<file path="config.mk">
export PLATFORM = sky130hd
export DESIGN_NAME = gamepad_sample_conditioner_core_flat
export DESIGN_NICKNAME = d
export VERILOG_FILES = /design/src/design/gsc_pkg.sv /design/src/design/gsc_sample_if.sv /design/src/design/gsc_result_if.sv /design/src/design/gamepad_sample_conditioner_core.sv /design/src/design/gsc_calc.sv /design/src/flat_wrapper.sv
export SDC_FILE = /design/constraint.sdc
export NUM_CORES = 2
export LEC_CHECK = 0
export ABC_AREA = 1
export BUFFER_PORTS_ARGS = -buffer_cell sky130_fd_sc_hd__buf_2
export CORE_MARGIN = 2
export CORE_UTILIZATION = 30
export CTS_CLUSTER_DIAMETER = 150
export CTS_CLUSTER_SIZE = 10
export DETAILED_ROUTE_END_ITERATION = 16
export PLACE_DENSITY = 0.43
export SYNTH_ARGS = -nofsm -noshare
export SYNTH_HDL_FRONTEND = slang
export SYNTH_HIERARCHICAL = 1
export SYNTH_SLANG_ARGS = --single-unit
</file>
<file path="constraint.sdc">
create_clock -name clk -period 18.3 [get_ports clk]
set_clock_uncertainty 0.05 [all_clocks]
set_input_delay 3.66 -clock clk [delete_from_list [all_inputs] [get_ports clk]]
set_output_delay 3.66 -clock clk [all_outputs]
set_load 0.03 [all_outputs]
</file>
<file path="src/design/gsc_pkg.sv">
// ----------------------------------------------------------------------------
// gsc_pkg: shared types, constants and arithmetic helpers
// Field widths, register codes and the Q2.14 normalisation and clamp
// functions used by the gamepad sample conditioner.
// ----------------------------------------------------------------------------
package gsc_pkg;

	localparam int CH_N        = 6;
	localparam int CH_W        = 3;
	localparam int VAL_W       = 16;
	localparam int BTN_W       = 12;
	localparam int RAW_W       = 8;
	localparam int PAD_FIELD_W = 2;
	localparam int LINK_W      = 2;
	localparam int CFG_IDX_W   = 2;
	localparam int WIDE_W      = 18;

	// Reciprocals for the constant divisions: q = (m * R) >> RECIP_SHIFT is
	// exact for every 8-bit magnitude m.
	localparam int RECIP_SHIFT = 16;
	localparam logic [24:0] RECIP_MAIN = 25'd14913081; // 16384 / 72
	localparam logic [24:0] RECIP_SUB  = 25'd18199014; // 16384 / 59
	localparam logic [24:0] RECIP_TRIG = 25'd7158279;  // 16384 / 150

	typedef logic signed [VAL_W-1:0]  q14_t;
	typedef logic signed [WIDE_W-1:0] wide_t;
	typedef q14_t [CH_N-1:0]          chan_vals_t;
	typedef logic [CH_N-1:0][RAW_W-1:0] raw_row_t;
	typedef logic [BTN_W-1:0]         btn_t;

	typedef enum logic [LINK_W-1:0] {
		LINK_OK    = 2'd0,
		LINK_NONE  = 2'd1,
		LINK_BUSY  = 2'd2,
		LINK_ERROR = 2'd3
	} link_t;

	typedef enum logic [CFG_IDX_W-1:0] {
		CFG_ABS_MIN = 2'd0,
		CFG_ABS_MAX = 2'd1,
		CFG_REL_MIN = 2'd2,
		CFG_REL_MAX = 2'd3
	} cfg_reg_t;

	typedef struct packed {
		q14_t abs_min;
		q14_t abs_max;
		q14_t rel_min;
		q14_t rel_max;
	} limits_t;

	localparam q14_t ABS_MIN_RST = -16'sd16384;
	localparam q14_t ABS_MAX_RST = 16'sd16384;
	localparam q14_t REL_MIN_RST = -16'sd16384;
	localparam q14_t REL_MAX_RST = 16'sd16384;
	localparam wide_t DELTA_FLOOR = -18'sd32768;

	// Signed stick byte scaled to Q2.14, truncated toward zero.
	function automatic wide_t norm_stick(input logic [RAW_W-1:0] raw,
		input logic [24:0] recip);
		logic [RAW_W-1:0] mag;
		logic [32:0] prod;
		logic [16:0] q;
		wide_t pos;
		mag  = raw[RAW_W-1] ? (~raw + 8'd1) : raw;
		prod = {25'd0, mag} * {8'd0, recip};
		q    = prod[32:RECIP_SHIFT];
		pos  = $signed({1'b0, q});
		return raw[RAW_W-1] ? -pos : pos;
	endfunction

	// Unsigned trigger byte scaled to Q2.14, truncated.
	function automatic wide_t norm_trigger(input logic [RAW_W-1:0] raw);
		logic [32:0] prod;
		prod = {25'd0, raw} * {8'd0, RECIP_TRIG};
		return $signed({1'b0, prod[32:RECIP_SHIFT]});
	endfunction

	// Upper bound first, then lower: inverted limits yield the minimum.
	function automatic q14_t clamp_q14(input q14_t lo, input wide_t v, input q14_t hi);
		wide_t lo_x;
		wide_t hi_x;
		wide_t t;
		lo_x = WIDE_W'(lo);
		hi_x = WIDE_W'(hi);
		t    = (v < hi_x) ? v : hi_x;
		t    = (t > lo_x) ? t : lo_x;
		return VAL_W'(t);
	endfunction

endpackage

</file>
<file path="src/design/gsc_sample_if.sv">
// ----------------------------------------------------------------------------
// gsc_sample_if: polled pad sample channel
// Valid/ready channel carrying one raw sample for one pad.
// ----------------------------------------------------------------------------
interface gsc_sample_if;
	import gsc_pkg::*;

	logic                     valid;
	logic                     ready;
	logic [PAD_FIELD_W-1:0]   pad_index;
	logic [LINK_W-1:0]        link_status;
	logic signed [RAW_W-1:0]  stick_x;
	logic signed [RAW_W-1:0]  stick_y;
	logic signed [RAW_W-1:0]  cstick_x;
	logic signed [RAW_W-1:0]  cstick_y;
	logic [RAW_W-1:0]         trigger_left;
	logic [RAW_W-1:0]         trigger_right;
	logic [BTN_W-1:0]         buttons;

	modport source (
		output valid, pad_index, link_status, stick_x, stick_y, cstick_x, cstick_y,
			trigger_left, trigger_right, buttons,
		input  ready
	);

	modport sink (
		input  valid, pad_index, link_status, stick_x, stick_y, cstick_x, cstick_y,
			trigger_left, trigger_right, buttons,
		output ready
	);

endinterface

</file>
<file path="src/design/gsc_result_if.sv">
// ----------------------------------------------------------------------------
// gsc_result_if: conditioned channel result
// Valid/ready channel carrying one normalised axis or trigger result.
// ----------------------------------------------------------------------------
interface gsc_result_if;
	import gsc_pkg::*;

	logic                     valid;
	logic                     ready;
	logic [PAD_FIELD_W-1:0]   pad_number;
	logic [CH_W-1:0]          channel;
	logic signed [VAL_W-1:0]  absolute_value;
	logic signed [VAL_W-1:0]  relative_value;
	logic [BTN_W-1:0]         held_buttons;
	logic [BTN_W-1:0]         press_events;
	logic [BTN_W-1:0]         release_events;
	logic                     last;

	modport source (
		output valid, pad_number, channel, absolute_value, relative_value,
			held_buttons, press_events, release_events, last,
		input  ready
	);

	modport sink (
		input  valid, pad_number, channel, absolute_value, relative_value,
			held_buttons, press_events, release_events, last,
		output ready
	);

endinterface

</file>
<file path="src/design/gamepad_sample_conditioner_core.sv">
// ----------------------------------------------------------------------------
// gamepad_sample_conditioner_core: pad sample conditioner top level
// A sample is taken into the input register in any cycle where that register
// is empty or draining. As it leaves the input register the link status
// updates the pad's present flag and, for a present pad, all six channels are
// normalised, clamped and latched with the button edges into the result
// register; a present pad's sample waits until the result register is free.
// The six results then leave one per cycle while the receiver is ready,
// channel 0 first, the last one flagged. The input register can take the next
// sample while earlier results are still leaving; samples for an absent or
// out-of-range pad produce no result. Limits must be written through the
// cfg port only while the block is idle; the block does not enforce this.
// ----------------------------------------------------------------------------
module gamepad_sample_conditioner_core #(
	parameter int NUM_PADS    = 4,
	parameter int NUM_BUTTONS = 12
) (
	input  logic                               clk,
	input  logic                               arst_n,
	gsc_sample_if.sink                         sample,
	gsc_result_if.source                       result,
	input  logic                               cfg_we,
	input  logic [gsc_pkg::CFG_IDX_W-1:0]      cfg_index,
	input  logic [gsc_pkg::VAL_W-1:0]          cfg_wdata
);
	import gsc_pkg::*;

	localparam int PAD_W    = (NUM_PADS > 1) ? $clog2(NUM_PADS) : 1;
	localparam int BTN_KEEP = (NUM_BUTTONS < BTN_W) ? NUM_BUTTONS : BTN_W;
	localparam logic [BTN_W-1:0] BTN_MASK = BTN_W'((1 << BTN_KEEP) - 1);
	localparam logic [CH_W-1:0]  LAST_BEAT = CH_W'(CH_N - 1);

	limits_t limits_q;

	// input register
	logic                   valid_s1;
	logic [PAD_FIELD_W-1:0] pad_s1;
	logic [LINK_W-1:0]      link_s1;
	raw_row_t               raw_s1;
	btn_t                   btn_s1;

	// per-pad state
	logic [NUM_PADS-1:0]    present_q;
	chan_vals_t             prev_q [NUM_PADS];
	btn_t                   held_q [NUM_PADS];

	// result register
	logic                   busy_q;
	logic [CH_W-1:0]        beat_q;
	logic [PAD_FIELD_W-1:0] pad_s2;
	chan_vals_t             abs_s2;
	chan_vals_t             rel_s2;
	btn_t                   held_s2;
	btn_t                   press_s2;
	btn_t                   release_s2;

	logic                   pad_ok;
	logic [PAD_W-1:0]       pad_idx;
	logic                   present_old;
	logic                   present_now;
	logic                   emit_s1;
	logic                   buf_free;
	logic                   take_s1;
	logic                   out_xfer;
	chan_vals_t             prev_row;
	btn_t                   old_btn;
	btn_t                   now_btn;
	chan_vals_t             abs_vals;
	chan_vals_t             rel_vals;

	always_ff @(posedge clk or negedge arst_n) begin
		if (!arst_n) begin
			limits_q.abs_min <= ABS_MIN_RST;
			limits_q.abs_max <= ABS_MAX_RST;
			limits_q.rel_min <= REL_MIN_RST;
			limits_q.rel_max <= REL_MAX_RST;
		end else if (cfg_we) begin
			case (cfg_reg_t'(cfg_index))
				CFG_ABS_MIN: limits_q.abs_min <= cfg_wdata;
				CFG_ABS_MAX: limits_q.abs_max <= cfg_wdata;
				CFG_REL_MIN: limits_q.rel_min <= cfg_wdata;
				CFG_REL_MAX: limits_q.rel_max <= cfg_wdata;
				default: ;
			endcase
		end
	end

	assign pad_ok  = 32'(pad_s1) < NUM_PADS;
	assign pad_idx = PAD_W'(pad_s1);

	always_comb begin
		present_old = 1'b0;
		prev_row    = '0;
		old_btn     = '0;
		if (pad_ok) begin
			present_old = present_q[pad_idx];
			prev_row    = prev_q[pad_idx];
			old_btn     = held_q[pad_idx];
		end
		case (link_t'(link_s1))
			LINK_OK:   present_now = 1'b1;
			LINK_NONE: present_now = 1'b0;
			default:   present_now = present_old;
		endcase
	end

	assign now_btn  = btn_s1 & BTN_MASK;
	assign emit_s1  = valid_s1 & pad_ok & present_now;
	assign out_xfer = busy_q & result.ready;
	assign buf_free = ~busy_q | (out_xfer & (beat_q == LAST_BEAT));
	assign take_s1  = valid_s1 & (~emit_s1 | buf_free);
	assign sample.ready = ~valid_s1 | take_s1;

	gsc_calc u_calc (
		.raw      (raw_s1),
		.prev     (prev_row),
		.limits   (limits_q),
		.abs_vals (abs_vals),
		.rel_vals (rel_vals)
	);

	always_ff @(posedge clk or negedge arst_n) begin
		if (!arst_n) begin
			valid_s1 <= 1'b0;
		end else if (sample.ready) begin
			valid_s1 <= sample.valid;
		end
	end

	always_ff @(posedge clk) begin
		if (sample.valid && sample.ready) begin
			pad_s1  <= sample.pad_index;
			link_s1 <= sample.link_status;
			raw_s1  <= {sample.trigger_right, sample.trigger_left, sample.cstick_y,
				sample.cstick_x, sample.stick_y, sample.stick_x};
			btn_s1  <= sample.buttons;
		end
	end

	// commit pad state as the sample leaves the input register
	always_ff @(posedge clk or negedge arst_n) begin
		if (!arst_n) begin
			present_q <= '0;
			for (int p = 0; p < NUM_PADS; p++) begin
				prev_q[p] <= '0;
				held_q[p] <= '0;
			end
		end else if (take_s1 && pad_ok) begin
			present_q[pad_idx] <= present_now;
			if (emit_s1) begin
				prev_q[pad_idx] <= abs_vals;
				held_q[pad_idx] <= now_btn;
			end
		end
	end

	always_ff @(posedge clk or negedge arst_n) begin
		if (!arst_n) begin
			busy_q <= 1'b0;
			beat_q <= '0;
		end else begin
			if (out_xfer) begin
				if (beat_q == LAST_BEAT) begin
					busy_q <= 1'b0;
				end else begin
					beat_q <= beat_q + 1'b1;
				end
			end
			if (take_s1 && emit_s1) begin
				busy_q <= 1'b1;
				beat_q <= '0;
			end
		end
	end

	always_ff @(posedge clk) begin
		if (take_s1 && emit_s1) begin
			pad_s2     <= pad_s1;
			abs_s2     <= abs_vals;
			rel_s2     <= rel_vals;
			held_s2    <= now_btn;
			press_s2   <= now_btn & ~old_btn;
			release_s2 <= old_btn & ~now_btn;
		end
	end

	assign result.valid          = busy_q;
	assign result.pad_number     = pad_s2;
	assign result.channel        = beat_q;
	assign result.absolute_value = abs_s2[beat_q];
	assign result.relative_value = rel_s2[beat_q];
	assign result.held_buttons   = held_s2;
	assign result.press_events   = press_s2;
	assign result.release_events = release_s2;
	assign result.last           = (beat_q == LAST_BEAT);

endmodule

</file>
<file path="src/design/gsc_calc.sv">
// ----------------------------------------------------------------------------
// gsc_calc: per-channel normalisation and clamping
// Scales the four stick and two trigger bytes to Q2.14, applies the absolute
// limits (upper only for triggers) and forms the clamped delta against prev.
// ----------------------------------------------------------------------------
module gsc_calc (
	input  gsc_pkg::raw_row_t   raw,
	input  gsc_pkg::chan_vals_t prev,
	input  gsc_pkg::limits_t    limits,
	output gsc_pkg::chan_vals_t abs_vals,
	output gsc_pkg::chan_vals_t rel_vals
);
	import gsc_pkg::*;

	always_comb begin
		wide_t n;
		wide_t dd;
		q14_t  a;
		q14_t  pv;
		for (int c = 0; c < CH_N; c++) begin
			pv = prev[c];
			if (c < 4) begin
				n  = norm_stick(raw[c], (c < 2) ? RECIP_MAIN : RECIP_SUB);
				a  = clamp_q14(limits.abs_min, n, limits.abs_max);
				dd = WIDE_W'(a) - WIDE_W'(pv);
				rel_vals[c] = clamp_q14(limits.rel_min, dd, limits.rel_max);
			end else begin
				// triggers: upper clamps only, delta floored to the field range
				n  = norm_trigger(raw[c]);
				a  = (n > WIDE_W'(limits.abs_max)) ? limits.abs_max : VAL_W'(n);
				dd = WIDE_W'(a) - WIDE_W'(pv);
				if (dd > WIDE_W'(limits.rel_max)) begin
					dd = WIDE_W'(limits.rel_max);
				end
				if (dd < DELTA_FLOOR) begin
					dd = DELTA_FLOOR;
				end
				rel_vals[c] = VAL_W'(dd);
			end
			abs_vals[c] = a;
		end
	end

endmodule

</file>
<file path="src/flat_wrapper.sv">
// flat-port wrapper written by rule: the top's interface ports become plain ports
module gamepad_sample_conditioner_core_flat import gsc_pkg::*;
#(
	parameter int NUM_PADS    = 4,
	parameter int NUM_BUTTONS = 12
)
  (clk, arst_n, cfg_we, cfg_index, cfg_wdata, sample_valid, sample_pad_index, sample_link_status, sample_stick_x, sample_stick_y, sample_cstick_x, sample_cstick_y, sample_trigger_left, sample_trigger_right, sample_buttons, sample_ready, result_valid, result_pad_number, result_channel, result_absolute_value, result_relative_value, result_held_buttons, result_press_events, result_release_events, result_last, result_ready);
  gsc_sample_if sample_i ();
  gsc_result_if result_i ();
  input  logic clk;
  input  logic arst_n;
  input  logic cfg_we;
  input  logic [gsc_pkg::CFG_IDX_W-1:0] cfg_index;
  input  logic [gsc_pkg::VAL_W-1:0] cfg_wdata;
  input wire logic [$bits(sample_i.valid)-1:0] sample_valid;
  input wire logic [$bits(sample_i.pad_index)-1:0] sample_pad_index;
  input wire logic [$bits(sample_i.link_status)-1:0] sample_link_status;
  input wire logic [$bits(sample_i.stick_x)-1:0] sample_stick_x;
  input wire logic [$bits(sample_i.stick_y)-1:0] sample_stick_y;
  input wire logic [$bits(sample_i.cstick_x)-1:0] sample_cstick_x;
  input wire logic [$bits(sample_i.cstick_y)-1:0] sample_cstick_y;
  input wire logic [$bits(sample_i.trigger_left)-1:0] sample_trigger_left;
  input wire logic [$bits(sample_i.trigger_right)-1:0] sample_trigger_right;
  input wire logic [$bits(sample_i.buttons)-1:0] sample_buttons;
  output wire logic [$bits(sample_i.ready)-1:0] sample_ready;
  output wire logic [$bits(result_i.valid)-1:0] result_valid;
  output wire logic [$bits(result_i.pad_number)-1:0] result_pad_number;
  output wire logic [$bits(result_i.channel)-1:0] result_channel;
  output wire logic [$bits(result_i.absolute_value)-1:0] result_absolute_value;
  output wire logic [$bits(result_i.relative_value)-1:0] result_relative_value;
  output wire logic [$bits(result_i.held_buttons)-1:0] result_held_buttons;
  output wire logic [$bits(result_i.press_events)-1:0] result_press_events;
  output wire logic [$bits(result_i.release_events)-1:0] result_release_events;
  output wire logic [$bits(result_i.last)-1:0] result_last;
  input wire logic [$bits(result_i.ready)-1:0] result_ready;
  assign sample_i.valid = sample_valid;
  assign sample_i.pad_index = sample_pad_index;
  assign sample_i.link_status = sample_link_status;
  assign sample_i.stick_x = sample_stick_x;
  assign sample_i.stick_y = sample_stick_y;
  assign sample_i.cstick_x = sample_cstick_x;
  assign sample_i.cstick_y = sample_cstick_y;
  assign sample_i.trigger_left = sample_trigger_left;
  assign sample_i.trigger_right = sample_trigger_right;
  assign sample_i.buttons = sample_buttons;
  assign sample_ready = sample_i.ready;
  assign result_valid = result_i.valid;
  assign result_pad_number = result_i.pad_number;
  assign result_channel = result_i.channel;
  assign result_absolute_value = result_i.absolute_value;
  assign result_relative_value = result_i.relative_value;
  assign result_held_buttons = result_i.held_buttons;
  assign result_press_events = result_i.press_events;
  assign result_release_events = result_i.release_events;
  assign result_last = result_i.last;
  assign result_i.ready = result_ready;
  gamepad_sample_conditioner_core #(.NUM_PADS(NUM_PADS), .NUM_BUTTONS(NUM_BUTTONS)) u_core (.clk(clk), .arst_n(arst_n), .sample(sample_i), .result(result_i), .cfg_we(cfg_we), .cfg_index(cfg_index), .cfg_wdata(cfg_wdata));
endmodule
</file>
==> flow_metrics.py <==
metrics = {
    "routing": {
        "drtIter0Drc": 4328,
        "via_per_inst": 4.95,
        "detail-route-antenna-nets": 0,
        "route.detailed.drc": 0,
        "vias": 57200,
        "drt-pass1-iter-count": 5,
        "routed_wl_um": 237000,
        "wl_per_cell_um": 20.5,
    },
    "grt": {
        "track_usage_pct": 20.8,
        "first_global_vias": 56500,
        "antenna_found_initial": 13,
        "grt_max_degree": 201,
        "grt_first_pass_wirelength_um": 358000,
        "overflow": 0,
    },
    "job": {
        "drv_cap": 0,
    },
    "synthesis": {
        "synth_area_leaders": "dfrtp_1, ha_1, edfxtp_1",
        "avgSynthCellArea_sq_um": 7.93,
        "syn-cell-area_sq_um": 66500,
        "synth.top_cell.area_share_pct": 18.8,
        "synth_top_area_cell": "dfrtp_1",
        "syn_nets": 9506,
        "async_flop_share_pct": 63.2,
        "synth_top_family_by_area": "adder cells",
        "yosys_warnings": 6,
        "synth_xor_xnor_area_share_pct": 2.45,
        "muxShareOfSynthArea_pct": 0,
        "yosysMostFrequentCell": "nand2_1",
        "yosysSeqAreaShare_pct": 32.3,
        "synth-edff-count": 294,
        "yosys-top-cells-count": "nand2_1, inv_1, o21ai_0, ha_1, dfrtp_1",
        "synth-simple-area-share_pct": 18.6,
        "ys.flop_type": "dfrtp_1",
        "ys_seq_elements": 799,
        "netlist_instances": 8393,
        "synth_compound_area_share_pct": 15.9,
        "yosysUniqueCellTypes": 69,
        "yosys.area_share.adder_pct": 21.4,
    },
    "final_layout": {
        "layout.nets": 9636,
        "fin_util_pct": 33.4,
        "stdcell_area_sq_um": 73400,
        "area_delta_synth_final_pct": 10.4,
        "drive_gt1_share_pct": 6.04,
    },
    "worst_setup_path": {
        "crit_start": "u_core/raw_s1[0]",
        "worst_path_max_delay_cell": "fa_1",
        "arrival_ps": 17090,
        "start_kind": "flop",
        "crit_path_frequent_cell": "nand2_1",
        "r2r_cells": 84,
        "crit_required_ps": 18740,
        "critPathKind": "reg2reg",
        "reg2reg_from": "u_core/raw_s1[0]",
        "crit_fanout": 23,
        "critPathMaxStageDelay_ps": 520,
        "critPathCaptureType": "flop",
    },
    "timing": {
        "hold_violations": 0,
        "fin_crit_ps": 16660,
        "fin_crit_sh_pct": 91.0,
        "fmax_mhz": 60.0,
        "rsz0062_at_grt": "no",
        "worst_slew_pin_slew_ps": 1280,
        "drv_slew": 0,
        "finalSetupViolCount": 0,
        "relSlewSlack_pct": 13.8,
    },
    "placed_design": {
        "placed_area_sq_um": 70600,
        "gp_congestion": 0.923,
        "dp_hpwl_um": 182000,
        "io_buffers": 162,
    },
    "clock_network": {
        "clk_pin_slew_ps": 60,
        "cts_tree": "built",
        "clockBufferDepth": 3,
        "cts-buffers-inserted": 91,
        "root_buffer": "clkbuf_16",
        "insertion_delay_ps": 750,
        "cts.sinks": 799,
        "htree_levels": 3,
    },
    "die": {
        "io_pins": 163,
        "core_sq_um": 220000,
        "rows": 172,
        "initial_core_util_pct": 30.2,
        "die_w_um": 475,
        "dieArea_sq_um": 226000,
        "dieHeight_um": 475,
    },
    "outcome": {
        "status": "finished clean",
    },
    "min_path": {
        "hold_class": "reg2reg",
        "holdPathStages": 2,
        "hold_path_startpoint": "u_core/present_q[3]",
    },
}
[critical path, delay by kind of cell, from the launching register on]
| kind | cells | cell delay, ps |
|---|---|---|
| adder cells (fa/ha/maj) | 12 | 4420 |
| buffers and inverters | 13 | 1780 |
| AND/OR/NAND/NOR | 35 | 4860 |
| XOR/XNOR | 2 | 330 |
| flip-flops | 1 | 430 |
| AO/OA/AOI/OAI | 22 | 4490 |
[flip-flops by register name, indices dropped and copies added, names as in the netlist]
register and flops:
u_core/rel_s2 96, u_core/result.valid 1, u_core/result.release_events 12, u_core/link_s1 2, u_core/result.held_buttons 12, u_core/limits_q 64
u_core/prev_q 384, u_core/valid_s1 1, u_core/raw_s1 48, u_core/result.channel 3, u_core/btn_s1 12, u_core/held_q 48
u_core/abs_s2 96, u_core/pad_idx 2, u_core/result.pad_number 2, u_core/result.press_events 12, u_core/present_q 4
[area by class of cell]
type	instances	area [sq um]
fill	23600	147000
multi-input combinational	6072	38900
sequential	799	21500
inverter	1268	4800
tap	2958	3700
clock buffer	150	2520
timing repair buffer	289	1800
clock inverter	10	200
antenna	10	25.0
timing repair inverter	2	15.0
[placed cells by master, fill, tap and decap left out, types with 31 or more instances in the layout]
master / synthesis / routed
a211oi_1: 38 / 38
a21oi_1: 379 / 379
a22oi_1: 184 / 184
a31oi_1: 32 / 31
buf_2: 34 / 161
buf_4: 5 / 125
clkbuf_1: 140 / 57
clkbuf_16: 0 / 91
dfrtp_1: 499 / 498
edfxtp_1: 294 / 294
fa_1: 186 / 186
ha_1: 840 / 840
inv_1: 1252 / 1248
nand2_1: 1981 / 1978
nand3_1: 274 / 273
nand4_1: 70 / 70
nor2_1: 442 / 439
nor3_1: 81 / 81
o21ai_0: 861 / 847
o21ai_1: 155 / 168
o22ai_1: 35 / 35
xnor2_1: 36 / 35
xor2_1: 143 / 142
[routing by layer]
metal / track usage (%) / wire (um) / up-vias
met5: 0 / 16 / -
met4: 4.99 / 5920 / 2
met3: 1.81 / 8780 / 216
met2: 34.5 / 109000 / 1206
met1: 29.3 / 113000 / 27500
li1: - / - / 28200
[path summary, 6_finish.rpt]
path	end	slack (ps)
max in group asynchronous	u_core/limits_q[38]	12240
hold reg to reg	u_core/present_q[3]	430
min in group asynchronous	u_core/held_q[40]	2860
setup reg to reg	u_core/rel_s2[0]	1640
setup / recovery	u_core/rel_s2[0]	1640
hold / removal	u_core/present_q[3]	430
[stage by stage]
step / hold WS [ps] / setup TNS [ps] / setup WS (ps) / cells
finish: 426 / 0 / 1640 / 11600
global route: 445 / 0 / 3.84 / 11600
CTS: 429 / 0 / 362 / 11500
detailed placement: 414 / -5290 / -402 / 11400
global placement: 408 / -4730 / -384 / 11400
floorplan: 392 / 0 / 4120 / 8393
[what timing repair did]
| action | CTS | global route |
|---|---|---|
| hold buffers | 0 | 0 |
| pin swaps | 0 | 1 |
| endpoints found under the setup margin | 14 | 47 |
| gates resized for setup | 3 | 31 |
| setup buffers | 1 | 4 |
| gates cloned | 0 | 2 |
[kinds of logic after synthesis]
kind of cell    after synthesis
xor+xnor                    183
compound gates             1865
fa+ha+maj                  1026
simple gates               2998
buf+inv                    1522
flops                       799
Power is left out: the tool's default activity adds up to more than one toggle a clock period on the data nets, which glitch-free logic cannot reach.
